==> src/hw/rtl/tmhd_pkg.sv <==
// Package for the time-of-flight delta-t block: field widths and the saturation helper.
// Used by the serial square root, the serial divider and the top level.
`default_nettype none
package tmhd_pkg;

  localparam int unsigned SQ_IN_W   = 42;  // radicand, even width
  localparam int unsigned SQ_OUT_W  = 21;  // rounded root
  localparam int unsigned DIV_NUM_W = 60;  // numerator and quotient
  localparam int unsigned DIV_DEN_W = 42;  // denominator
  localparam int unsigned NUM_MASS  = 4;

  localparam logic [2:0] REG_MASS_E = 3'd0;
  localparam logic [2:0] REG_MASS_P = 3'd1;
  localparam logic [2:0] REG_MASS_PI = 3'd2;
  localparam logic [2:0] REG_MASS_K = 3'd3;
  localparam logic [2:0] REG_LIGHT  = 3'd4;

  // Clamp a 36-bit signed value to signed 32 bits.
  function automatic logic signed [31:0] sat36(input logic signed [35:0] v);
    logic signed [31:0] r;
    if (v > 36'sd2147483647) begin
      r = 32'sh7fffffff;
    end else if (v < -36'sd2147483648) begin
      r = 32'sh80000000;
    end else begin
      r = v[31:0];
    end
    return r;
  endfunction

endpackage
`default_nettype wire

==> src/hw/rtl/tof_mass_hypothesis_delta_t.sv <==
// Time-of-flight particle identification: reference vertex and four mass-hypothesis delta times.
// A reference item runs one pass of the serial divider.
// A track item runs, per hypothesis, the mass-squared and path-energy products on the shared 22x22
// multiplier, the serial square root and the serial divider; a track with zero momentum skips them all.
// One item at a time; the next is taken once the result is in the output register.
// Synchronous reset clears the vertex to zero and loads the default masses and light speed.
`default_nettype none
module tof_mass_hypothesis_delta_t import tmhd_pkg::*; (
  input  wire logic         clk,
  input  wire logic         rst,
  input  wire logic         s_tvalid,
  output logic              s_tready,
  input  wire logic [71:0]  s_tdata,   // hit_time[31:0], path_length[49:32], momentum[69:50]
  input  wire logic [0:0]   s_tuser,   // command
  output logic              m_tvalid,
  input  wire logic         m_tready,
  output logic [159:0]      m_tdata,   // ref_vertex, dt_electron, dt_proton, dt_pion, dt_kaon
  output logic [0:0]        m_tuser,   // status
  input  wire logic         cfg_wr_en,
  input  wire logic [2:0]   cfg_index,
  input  wire logic [21:0]  cfg_data
);

  typedef enum logic [3:0] {
    S_IDLE, S_REF, S_MPC, S_MPP, S_MMM, S_SQ0, S_SQW, S_MRE, S_MRW, S_DIV0, S_DIVW,
    S_ACC, S_DONE
  } state_t;

  state_t state;

  logic [16:0] mass [NUM_MASS];
  logic [21:0] light;
  logic signed [31:0] vertex;

  logic        cmd;
  logic signed [31:0] t_in;
  logic [17:0] r_in;
  logic [19:0] p_in;
  logic [1:0]  idx;
  logic        stat;
  logic signed [31:0] dts [NUM_MASS];

  logic [21:0] mul_a, mul_b;
  logic [43:0] prod;
  logic [41:0] pc;
  logic [40:0] pp;
  logic [20:0] energy;

  logic        sq_start, sq_done, div_start, div_done;
  logic [SQ_IN_W-1:0]   sq_x;
  logic [SQ_OUT_W-1:0]  sq_root;
  logic [DIV_NUM_W-1:0] div_num, quot;
  logic [DIV_DEN_W-1:0] div_den;
  logic [21:0] c_eff;

  assign c_eff = (light == '0) ? 22'd1 : light;

  // The path-energy product is driven in both S_MRE and S_MRW so that it is still there at divider start.
  always_comb begin
    mul_a = '0;
    mul_b = '0;
    unique case (state)
      S_MPC:        begin mul_a = 22'(p_in); mul_b = c_eff; end
      S_MPP:        begin mul_a = 22'(p_in); mul_b = 22'(p_in); end
      S_MMM:        begin mul_a = 22'(mass[idx]); mul_b = 22'(mass[idx]); end
      S_MRE, S_MRW: begin mul_a = 22'(r_in); mul_b = 22'(energy); end
      default:      begin mul_a = '0; mul_b = '0; end
    endcase
  end

  always_ff @(posedge clk) begin
    prod <= mul_a * mul_b;
  end

  assign sq_start  = (state == S_SQ0);
  assign sq_x      = SQ_IN_W'(pp) + SQ_IN_W'(prod);
  assign div_start = (state == S_REF) || (state == S_DIV0);

  always_comb begin
    if (state == S_REF) begin
      div_num = DIV_NUM_W'({r_in, 20'd0}) + DIV_NUM_W'(c_eff >> 1);
      div_den = DIV_DEN_W'(c_eff);
    end else begin
      div_num = DIV_NUM_W'({prod[38:0], 20'd0}) + DIV_NUM_W'(pc >> 1);
      div_den = pc;
    end
  end

  tmhd_sqrt u_sqrt (
    .clk(clk), .rst(rst), .start(sq_start), .radicand(sq_x), .done(sq_done), .root(sq_root)
  );

  tmhd_div u_div (
    .clk(clk), .rst(rst), .start(div_start), .num(div_num), .den(div_den),
    .done(div_done), .quot(quot)
  );

  logic signed [35:0] trk_sum, ref_sum;
  assign trk_sum = 36'(vertex) - 36'(t_in) + $signed({2'b00, quot[33:0]});
  assign ref_sum = 36'(t_in) - $signed({3'b000, quot[32:0]});

  assign s_tready = (state == S_IDLE);

  always_ff @(posedge clk) begin
    if (rst) begin
      state    <= S_IDLE;
      m_tvalid <= 1'b0;
      vertex   <= '0;
      mass[0]  <= 17'd33;
      mass[1]  <= 17'd61491;
      mass[2]  <= 17'd9147;
      mass[3]  <= 17'd32354;
      light    <= 22'd1964696;
    end else begin
      if (m_tvalid && m_tready && state != S_DONE) m_tvalid <= 1'b0;
      if (cfg_wr_en) begin
        unique case (cfg_index)
          REG_MASS_E:  mass[0] <= cfg_data[16:0];
          REG_MASS_P:  mass[1] <= cfg_data[16:0];
          REG_MASS_PI: mass[2] <= cfg_data[16:0];
          REG_MASS_K:  mass[3] <= cfg_data[16:0];
          REG_LIGHT:   light   <= cfg_data;
          default:     ;
        endcase
      end
      unique case (state)
        S_IDLE: begin
          if (s_tvalid) begin
            cmd  <= s_tuser[0];
            t_in <= s_tdata[31:0];
            r_in <= s_tdata[49:32];
            p_in <= s_tdata[69:50];
            idx  <= '0;
            stat <= s_tuser[0] && (s_tdata[69:50] == '0);
            for (int i = 0; i < NUM_MASS; i++) dts[i] <= '0;
            if (!s_tuser[0]) begin
              state <= S_REF;
            end else if (s_tdata[69:50] == '0) begin
              state <= S_DONE;
            end else begin
              state <= S_MPC;
            end
          end
        end
        S_REF:  state <= S_DIVW;
        S_MPC:  state <= S_MPP;
        S_MPP: begin
          pc    <= prod[41:0];
          state <= S_MMM;
        end
        S_MMM: begin
          if (idx == 2'd0) pp <= prod[40:0];
          state <= S_SQ0;
        end
        S_SQ0:  state <= S_SQW;
        S_SQW: begin
          if (sq_done) begin
            energy <= sq_root;
            state  <= S_MRE;
          end
        end
        S_MRE:  state <= S_MRW;
        S_MRW:  state <= S_DIV0;
        S_DIV0: state <= S_DIVW;
        S_DIVW: if (div_done) state <= S_ACC;
        S_ACC: begin
          if (!cmd) begin
            vertex <= (quot[59:33] != '0) ? 32'sh80000000 : sat36(ref_sum);
            state  <= S_DONE;
          end else begin
            dts[idx] <= (quot[59:34] != '0) ? 32'sh7fffffff : sat36(trk_sum);
            idx      <= idx + 2'd1;
            state    <= (idx == 2'(NUM_MASS - 1)) ? S_DONE : S_MMM;
          end
        end
        S_DONE: begin
          if (!m_tvalid || m_tready) begin
            m_tvalid <= 1'b1;
            m_tdata  <= {dts[3], dts[2], dts[1], dts[0], vertex};
            m_tuser  <= stat;
            state    <= S_IDLE;
          end
        end
        default: state <= S_IDLE;
      endcase
    end
  end

endmodule
`default_nettype wire

==> src/hw/rtl/tmhd_sqrt.sv <==
// Bit-serial integer square root, two radicand bits per cycle, rounded to nearest.
// Depends on tmhd_pkg for its widths.
`default_nettype none
module tmhd_sqrt import tmhd_pkg::*; (
  input  wire logic                  clk,
  input  wire logic                  rst,
  input  wire logic                  start,
  input  wire logic [SQ_IN_W-1:0]    radicand,
  output logic                       done,
  output logic [SQ_OUT_W-1:0]        root
);

  localparam int unsigned REM_W = SQ_OUT_W + 3;

  logic [SQ_IN_W-1:0]  x_sr;
  logic [SQ_OUT_W-1:0] acc;
  logic [REM_W-1:0]    rem;
  logic [4:0]          cnt;
  logic                busy;

  logic [REM_W-1:0]    rem_sh;
  logic [REM_W-1:0]    trial;
  logic                fits;

  always_comb begin
    rem_sh = {rem[REM_W-3:0], x_sr[SQ_IN_W-1 -: 2]};
    trial  = {1'b0, acc, 2'b01};
    fits   = (rem_sh >= trial);
  end

  always_ff @(posedge clk) begin
    if (rst) begin
      busy <= 1'b0;
      done <= 1'b0;
    end else begin
      if (start) begin
        busy <= 1'b1;
        done <= 1'b0;
        x_sr <= radicand;
        acc  <= '0;
        rem  <= '0;
        cnt  <= 5'(SQ_OUT_W - 1);
      end else if (busy) begin
        x_sr <= {x_sr[SQ_IN_W-3:0], 2'b00};
        if (fits) begin
          rem <= rem_sh - trial;
          acc <= {acc[SQ_OUT_W-2:0], 1'b1};
        end else begin
          rem <= rem_sh;
          acc <= {acc[SQ_OUT_W-2:0], 1'b0};
        end
        if (cnt == 5'd0) begin
          busy <= 1'b0;
        end
        done <= (cnt == 5'd0);
        cnt  <= cnt - 5'd1;
      end else begin
        done <= 1'b0;
      end
    end
  end

  // Round up when the remainder exceeds the root.
  assign root = (rem > REM_W'(acc)) ? acc + 1'b1 : acc;

endmodule
`default_nettype wire

==> src/hw/rtl/tmhd_div.sv <==
// Bit-serial restoring divider, one quotient bit per cycle.
// Depends on tmhd_pkg for its widths.
`default_nettype none
module tmhd_div import tmhd_pkg::*; (
  input  wire logic                  clk,
  input  wire logic                  rst,
  input  wire logic                  start,
  input  wire logic [DIV_NUM_W-1:0]  num,
  input  wire logic [DIV_DEN_W-1:0]  den,
  output logic                       done,
  output logic [DIV_NUM_W-1:0]       quot
);

  logic [DIV_DEN_W-1:0] den_q;
  logic [DIV_DEN_W-1:0] rem;
  logic [5:0]           cnt;
  logic                 busy;
  logic [DIV_DEN_W:0]   rem_sh;
  logic                 fits;

  always_comb begin
    rem_sh = {rem, quot[DIV_NUM_W-1]};
    fits   = (rem_sh >= {1'b0, den_q});
  end

  // The quotient register doubles as the numerator shift register.
  always_ff @(posedge clk) begin
    if (rst) begin
      busy <= 1'b0;
      done <= 1'b0;
    end else begin
      if (start) begin
        busy  <= 1'b1;
        done  <= 1'b0;
        quot  <= num;
        den_q <= den;
        rem   <= '0;
        cnt   <= 6'(DIV_NUM_W - 1);
      end else if (busy) begin
        if (fits) begin
          rem <= DIV_DEN_W'(rem_sh - {1'b0, den_q});
        end else begin
          rem <= rem_sh[DIV_DEN_W-1:0];
        end
        quot <= {quot[DIV_NUM_W-2:0], fits};
        if (cnt == 6'd0) begin
          busy <= 1'b0;
        end
        done <= (cnt == 6'd0);
        cnt  <= cnt - 6'd1;
      end else begin
        done <= 1'b0;
      end
    end
  end

endmodule
`default_nettype wire

==> config.mk <==
export PLATFORM = sky130hd
export DESIGN_NAME = tof_mass_hypothesis_delta_t
export DESIGN_NICKNAME = d
export VERILOG_FILES = /design/src/hw/rtl/tmhd_pkg.sv /design/src/hw/rtl/tof_mass_hypothesis_delta_t.sv /design/src/hw/rtl/tmhd_sqrt.sv /design/src/hw/rtl/tmhd_div.sv
export SDC_FILE = /design/constraint.sdc
export NUM_CORES = 2
export LEC_CHECK = 0
export ABC_CLOCK_PERIOD_IN_PS = 9100
export BUFFER_PORTS_ARGS = -buffer_cell sky130_fd_sc_hd__buf_2
export CAP_MARGIN = 10
export CORE_MARGIN = 4
export CORE_UTILIZATION = 40
export CTS_BUF_LIST = sky130_fd_sc_hd__clkbuf_16
export DETAILED_ROUTE_END_ITERATION = 16
export PLACE_DENSITY = 0.59
export SYNTH_ARGS = -nofsm -noshare
export SYNTH_HDL_FRONTEND = slang
export SYNTH_SLANG_ARGS = --single-unit
export TNS_END_PERCENT = 20
==> constraint.sdc <==
create_clock -name clk -period 9.1 [get_ports clk]
set_input_delay 1.365 -clock clk [delete_from_list [all_inputs] [get_ports clk]]
set_output_delay 1.365 -clock clk [all_outputs]
set_load 0.01 [all_outputs]
### Yosys cells after proc, flatten, opt, wreduce, memory -nomap -nowiden

Memories as Yosys holds them, arrays and structs flattened. A register that Yosys moved wholly into a read port is not among the register bits.
Index checks and enable logic that the tools add are counted.

| cells by class | value |
|---|---|
| $add $sub $neg | 12 |
| multiply operators | 1 |
| order comparisons | 7 |
| equality and inequality tests | 23 |
| multiplexer cells | 82 |
| bitwise gates (word level) | 8 |
| reductions and logical operators | 36 |

Operators by type and width:

| kind | count |
|---|---|
| $mux W32 | 10 |
| $mux W60 | 3 |
| $mux W42 | 4 |
| $pmux W22 S4 | 1 |
| $mux W17 | 4 |
| $add A59 B41 Y60 | 1 |
| $pmux W20 S3 | 1 |
| $mux W24 | 2 |
| $pmux W4 S12 | 1 |
| $mux W22 | 2 |
| $ge A43 B42 Y1 | 1 |
| $add A41 B42 Y42 | 1 |
| $mul A20 B22 Y42 | 1 |
| $mux W21 | 2 |
| $sub A42 B42 Y42 | 1 |
| $add A38 B21 Y39 | 1 |
| $mux W1 | 37 |
| $add A33 B35 Y36 | 1 |
| $gt A36 B32 Y1 const B | 1 |
| $lt A36 B32 Y1 const B | 1 |
| $gt A35 B32 Y1 const B | 1 |
| $lt A35 B32 Y1 const B | 1 |
| $sub A32 B34 Y35 | 1 |
| $sub A32 B32 Y33 | 1 |
| 44 further kinds | 89 |

| word-level totals | value |
|---|---|
| flip-flop bits (word level) | 686 |
| bits in writable memories | 196 |
| input bits | 103 |
| memories | 2 |

Memory list:

| memory | depth | bits a word | rd ports | clocked after Yosys merged registers in | wr ports | line | source |
|---|---|---|---|---|---|---|---|
| dts | 4 | 32 | 4 | 4 | 4 | tof_mass_hypothesis_delta_t.sv:41 | `logic signed [31:0] dts [NUM_MASS];` |
| mass | 4 | 17 | 1 | 1 | 4 | tof_mass_hypothesis_delta_t.sv:31 | `logic [16:0] mass [NUM_MASS];` |

### Logic depth before layout (Yosys ltp)

| logic depth | value |
|---|---|
| word-level depth | 10 |
| depth in mapped cells | 39 |
| depth with buffers taken out | 34 |

### Modules after synthesis

A second synthesis with hierarchy kept.

| second synthesis, totals | value |
|---|---|
| cell total of the unflattened synthesis | 5673 |
| area total of the unflattened synthesis | 60264.0 um^2 |

Modules (own cells, without submodules):

| module | instances | cells each | area an instance (um^2) | sequential area each (um^2) |
|---|---|---|---|---|
| tof_mass_hypothesis_delta_t | 1 | 4406 | 45865.2 | 18127.4 |
| tmhd_div | 1 | 738 | 8725.9 | 4544.4 |
| tmhd_sqrt | 1 | 529 | 5672.9 | 2802.7 |

### Least setup slack after synthesis

No wires, ideal clock.

| timing path | value |
|---|---|
| kind | reg-to-reg |
| from | register with a tool-made name |
| to | register prod[39] |
| arrival time | 9.274 ns |
| data required time | 8.981 ns |
| setup slack | -0.293 ns |
| cell stages (with the launch flop) | 33 |
| buffers on the path | 3 |
| period minus slack after synthesis | 9.393 ns |
| cell sequence | dfxtp_1 clkbuf_1 buf_1 mux4_2 and3_1 a221oi_1 clkbuf_1 nor2_1 fa_1 fa_1 inv_1 fa_1 inv_1 fa_1 inv_1 fa_1 inv_1 fa_1 inv_1 fa_1 inv_1 ha_1 nand3_1 or2_2 o32ai_1 nand4_1 a31oi_1 o22ai_1 o41ai_1 a311oi_1 o21bai_1 a21oi_1 xnor2_1 |

RTL lines:

| what | line | source |
|---|---|---|
| to (signal assigned) | tof_mass_hypothesis_delta_t.sv:72 | `prod <= mul_a * mul_b;` |
| to (decl) | tof_mass_hypothesis_delta_t.sv:44 | `logic [43:0] prod;` |

==> metrics.csv <==
stage,metric,value,unit
placement,dp_hpwl,132000,um
synthesis,syn-instance-count,5562,
synthesis,synth_async_sr_flop_share,0,%
critical_path,slowest_delay,540,ps
critical_path,cp-start-kind,flip-flop,
floorplanning,die_x,393,um
critical_path,worstPathArrival,9230,ps
synthesis,synth_edf_count,777,
critical_path,r2r_end,prod[41],
synthesis,ys_types,89,
sta,post-route-min-period,8620,ps
critical_path,cp-end-kind,flip-flop,
floorplanning,num_rows,140,
final_layout,num-nets-final,6728,
floorplanning,design.core.area,146000,sq um
global_routing,grt_max_degree,162,
synthesis,synth_top_flop_cell,edfxtp_1,
sta,fin_setup_tns,0,ps
critical_path,crit_path_frequent_cell,fa_1,
clock_network,clock-sinks,884,
floorplanning,ios,266,
final_layout,drive_gt1_share,12.6,%
synthesis,synth.top_cells.by_count,"edfxtp_1 (777), inv_1 (681), nand2_1 (620)",
worst_hold_path,hold_depth,0,
detailed_routing,vias,42800,
clock_network,cts_hold_buf,0,
clock_network,cts_htree_levels,3,
final_layout,fin_area,66600,sq um
sta,setup_slack,483,ps
final_layout,post-route-util,45.5,%
critical_path,reg2reg_slack,480,ps
sta,fmax,0.116,GHz
clock_network,clk_latency,750,ps
sta,setup_violations,0,
synthesis,yosysMostFrequentCell,edfxtp_1,
synthesis,synth_seq_area_share,43.0,%
critical_path,crit_required,9710,ps
sta,slew_viol_final,0,
global_routing,antenna_found_initial,6,
critical_path,cpMaxStageDelayCell,fa_1,
synthesis,syn_area_per_cell,10.6,sq um
power_and_ir_drop,p_per_area,265,nW/um^2
critical_path,crit_fanout,17,
sta,rsz0062_at_grt,no,
worst_hold_path,hp-class,flip-flop to flip-flop,
clock_network,cts_tree,done,
floorplanning,start_util,40.5,%
placement,placed_area,63300,sq um
global_routing,grt_pass1_vias,43000,
worst_hold_path,min_to,m_tdata[109],
global_routing,grt_overflow,0,
detailed_routing,via_per_inst,5.43,
status,outcome,"complete, no violations",
detailed_routing,drc,0,
synthesis,mappedNetlistNets,6419,
synthesis,synth_top_area_share,39.4,%
worst_hold_path,holdCritStartpoint,dts[2][13],
placement,dp.cells,7678,
placement,numPortBuffers,263,
floorplanning,chipHeight,393,um
final_layout,syn_to_final_growth,12.6,%
power_and_ir_drop,p_leak,28.4,nW
sta,finalClockSkew,68.1,ps
detailed_routing,routedWlPerCell,22.0,um
synthesis,synth_area_leader_cell,edfxtp_1,
sta,finalHoldViolations,0,
clock_network,clkSlewWorstSetupHoldPaths,60,ps
global_routing,grt_first_pass_wirelength,262000,um
detailed_routing,routed_wl,173000,um
sta,worst_pin_slew,1170,ps
synthesis,ys_top_cells_by_area,"edfxtp_1 (39%), fa_1 (13%), ha_1 (7.6%), inv_1 (4.3%), nand2_1 (3.9%)",
detailed_routing,drtIter0Drc,3276,
final_layout,stdcell_count,7869,
clock_network,cts_buffers,97,
sta,relSlewSlack,21.9,%
clock_network,root_buffer,clkbuf_16,
synthesis,ys_warn_count,0,
clock_network,clockBufferDepth,3,
floorplanning,die-area,154000,sq um
critical_path,worstSetupPathType,flip-flop to flip-flop,
detailed_routing,ant_nets,0,
power_and_ir_drop,ir_drop,185,uV
critical_path,reg2reg_depth,31,
sta,fin_crit_sh,94.7,%
synthesis,ys_seq_elements,884,
global_routing,grt_util_all_layers,22.5,%
placement,preCtsSetupSlack,166,ps
placement,place_congestion,0.952,
detailed_routing,firstDrtPassIters,6,
run,drv_cap,0,
synthesis,synth_area,59200,sq um
[timing repair]
item,CTS,global route
endpoints found under the setup margin,0,9
hold endpoints to repair,0,0
buffers inserted,0,11
gates resized for setup,0,15
[how the worst max path moves through the flow]
stage / cells past startpoint / startpoint / slack [ps] / endpoint
after CTS: 31 / flip-flop / 110 / prod[41]
after global placement: 31 / flip-flop / 190 / prod[41]
after floorplan: 32 / flip-flop / 150 / prod[39]
after global routing: 31 / flip-flop / 20 / prod[41]
after detailed placement: 31 / flip-flop / 170 / prod[41]
final: 31 / flip-flop / 480 / prod[41]
[critical path, delay by kind of cell, from the launching register on]
family,cells,cell delay [ps]
muxes,1,530
xor gates and xnor gates,1,120
DFF,1,350
adders and majority gates,8,3930
buffers and inverters,8,690
and+or+nand+nor,5,990
AOI/OAI and AO/OA,8,1870
[layer usage]
layer,global-route usage [%],share of wire [%]
met3,3.42,6.4
met2,36.9,47
met1,29.9,43
met5,0,0.0075
met4,8.96,4.4
[cell usage in the layout (no fill, tap or decap), types with 40 or more instances in the layout]
| cell | count |
|---|---|
| a21o_1 | 125 |
| a21oi_1 | 248 |
| and2_1 | 82 |
| and3_1 | 59 |
| buf_2 | 262 |
| buf_4 | 167 |
| clkbuf_16 | 98 |
| dfxtp_1 | 106 |
| edfxtp_1 | 777 |
| fa_1 | 395 |
| ha_1 | 359 |
| inv_1 | 703 |
| mux2i_1 | 40 |
| nand2_1 | 619 |
| nand2b_1 | 73 |
| nand3_1 | 84 |
| nor2_1 | 442 |
| nor2b_1 | 57 |
| nor3_1 | 42 |
| o21ai_0 | 293 |
| xnor2_1 | 166 |
| xor2_1 | 98 |
[registers in the layout, indices dropped and copies added (netlist names), 18 cells and up, named ones only]
signal       count
r_in            18
u_sqrt.rem      24
u_sqrt.x_sr     42
energy          21
light           22
p_in            20
pp              41
u_sqrt.acc      21
m_tdata        160
u_div.den_q     42
mass            68
prod            42
dts            128
vertex          32
u_div.quot      60
pc              42
u_div.rem       42
t_in            32
[final cells by class]
cell class	count	area, sq um
well taps	1917	2400
repair buffers	432	2620
inverters	681	2560
diodes	4	10.0
fillers	13600	79600
flip-flops and latches	884	25500
clock inverters	78	687
multi-input cells	3775	30400
clock buffers	98	2450
[report_power, final]
| part | internal, mW | switching [mW] |
|---|---|---|
| Combinational | 3.08 | 5.25 |
| Clock | 2.17 | 1.71 |
| Sequential | 5.02 | 0.409 |
[metrics by stage]
step / total power, mW / hold slack (ps)
CTS: 17.7 / 413
global route: 18.9 / 420
floorplan: 11.0 / 400
detailed placement: 13.7 / 405
finish: 17.6 / 414
global placement: 13.7 / 401
[cell families (layout without fill, tap and decap cells)]
| kind of cell | after synthesis | count (layout) | share of synthesized area [%] |
|---|---|---|---|
| muxes | 81 | 81 | 1.79 |
| AOI/OAI and AO/OA | 1058 | 1058 | 12.0 |
| buffers and inverters | 903 | 1289 | 5.85 |
| DFF | 884 | 884 | 43.0 |
| adders and majority gates | 754 | 754 | 21.0 |
| xor gates and xnor gates | 264 | 264 | 3.91 |
| other | 0 | 4 | 0 |
| and+or+nand+nor | 1618 | 1618 | 12.4 |
Note: power is estimated with default switching activity, not from simulation.
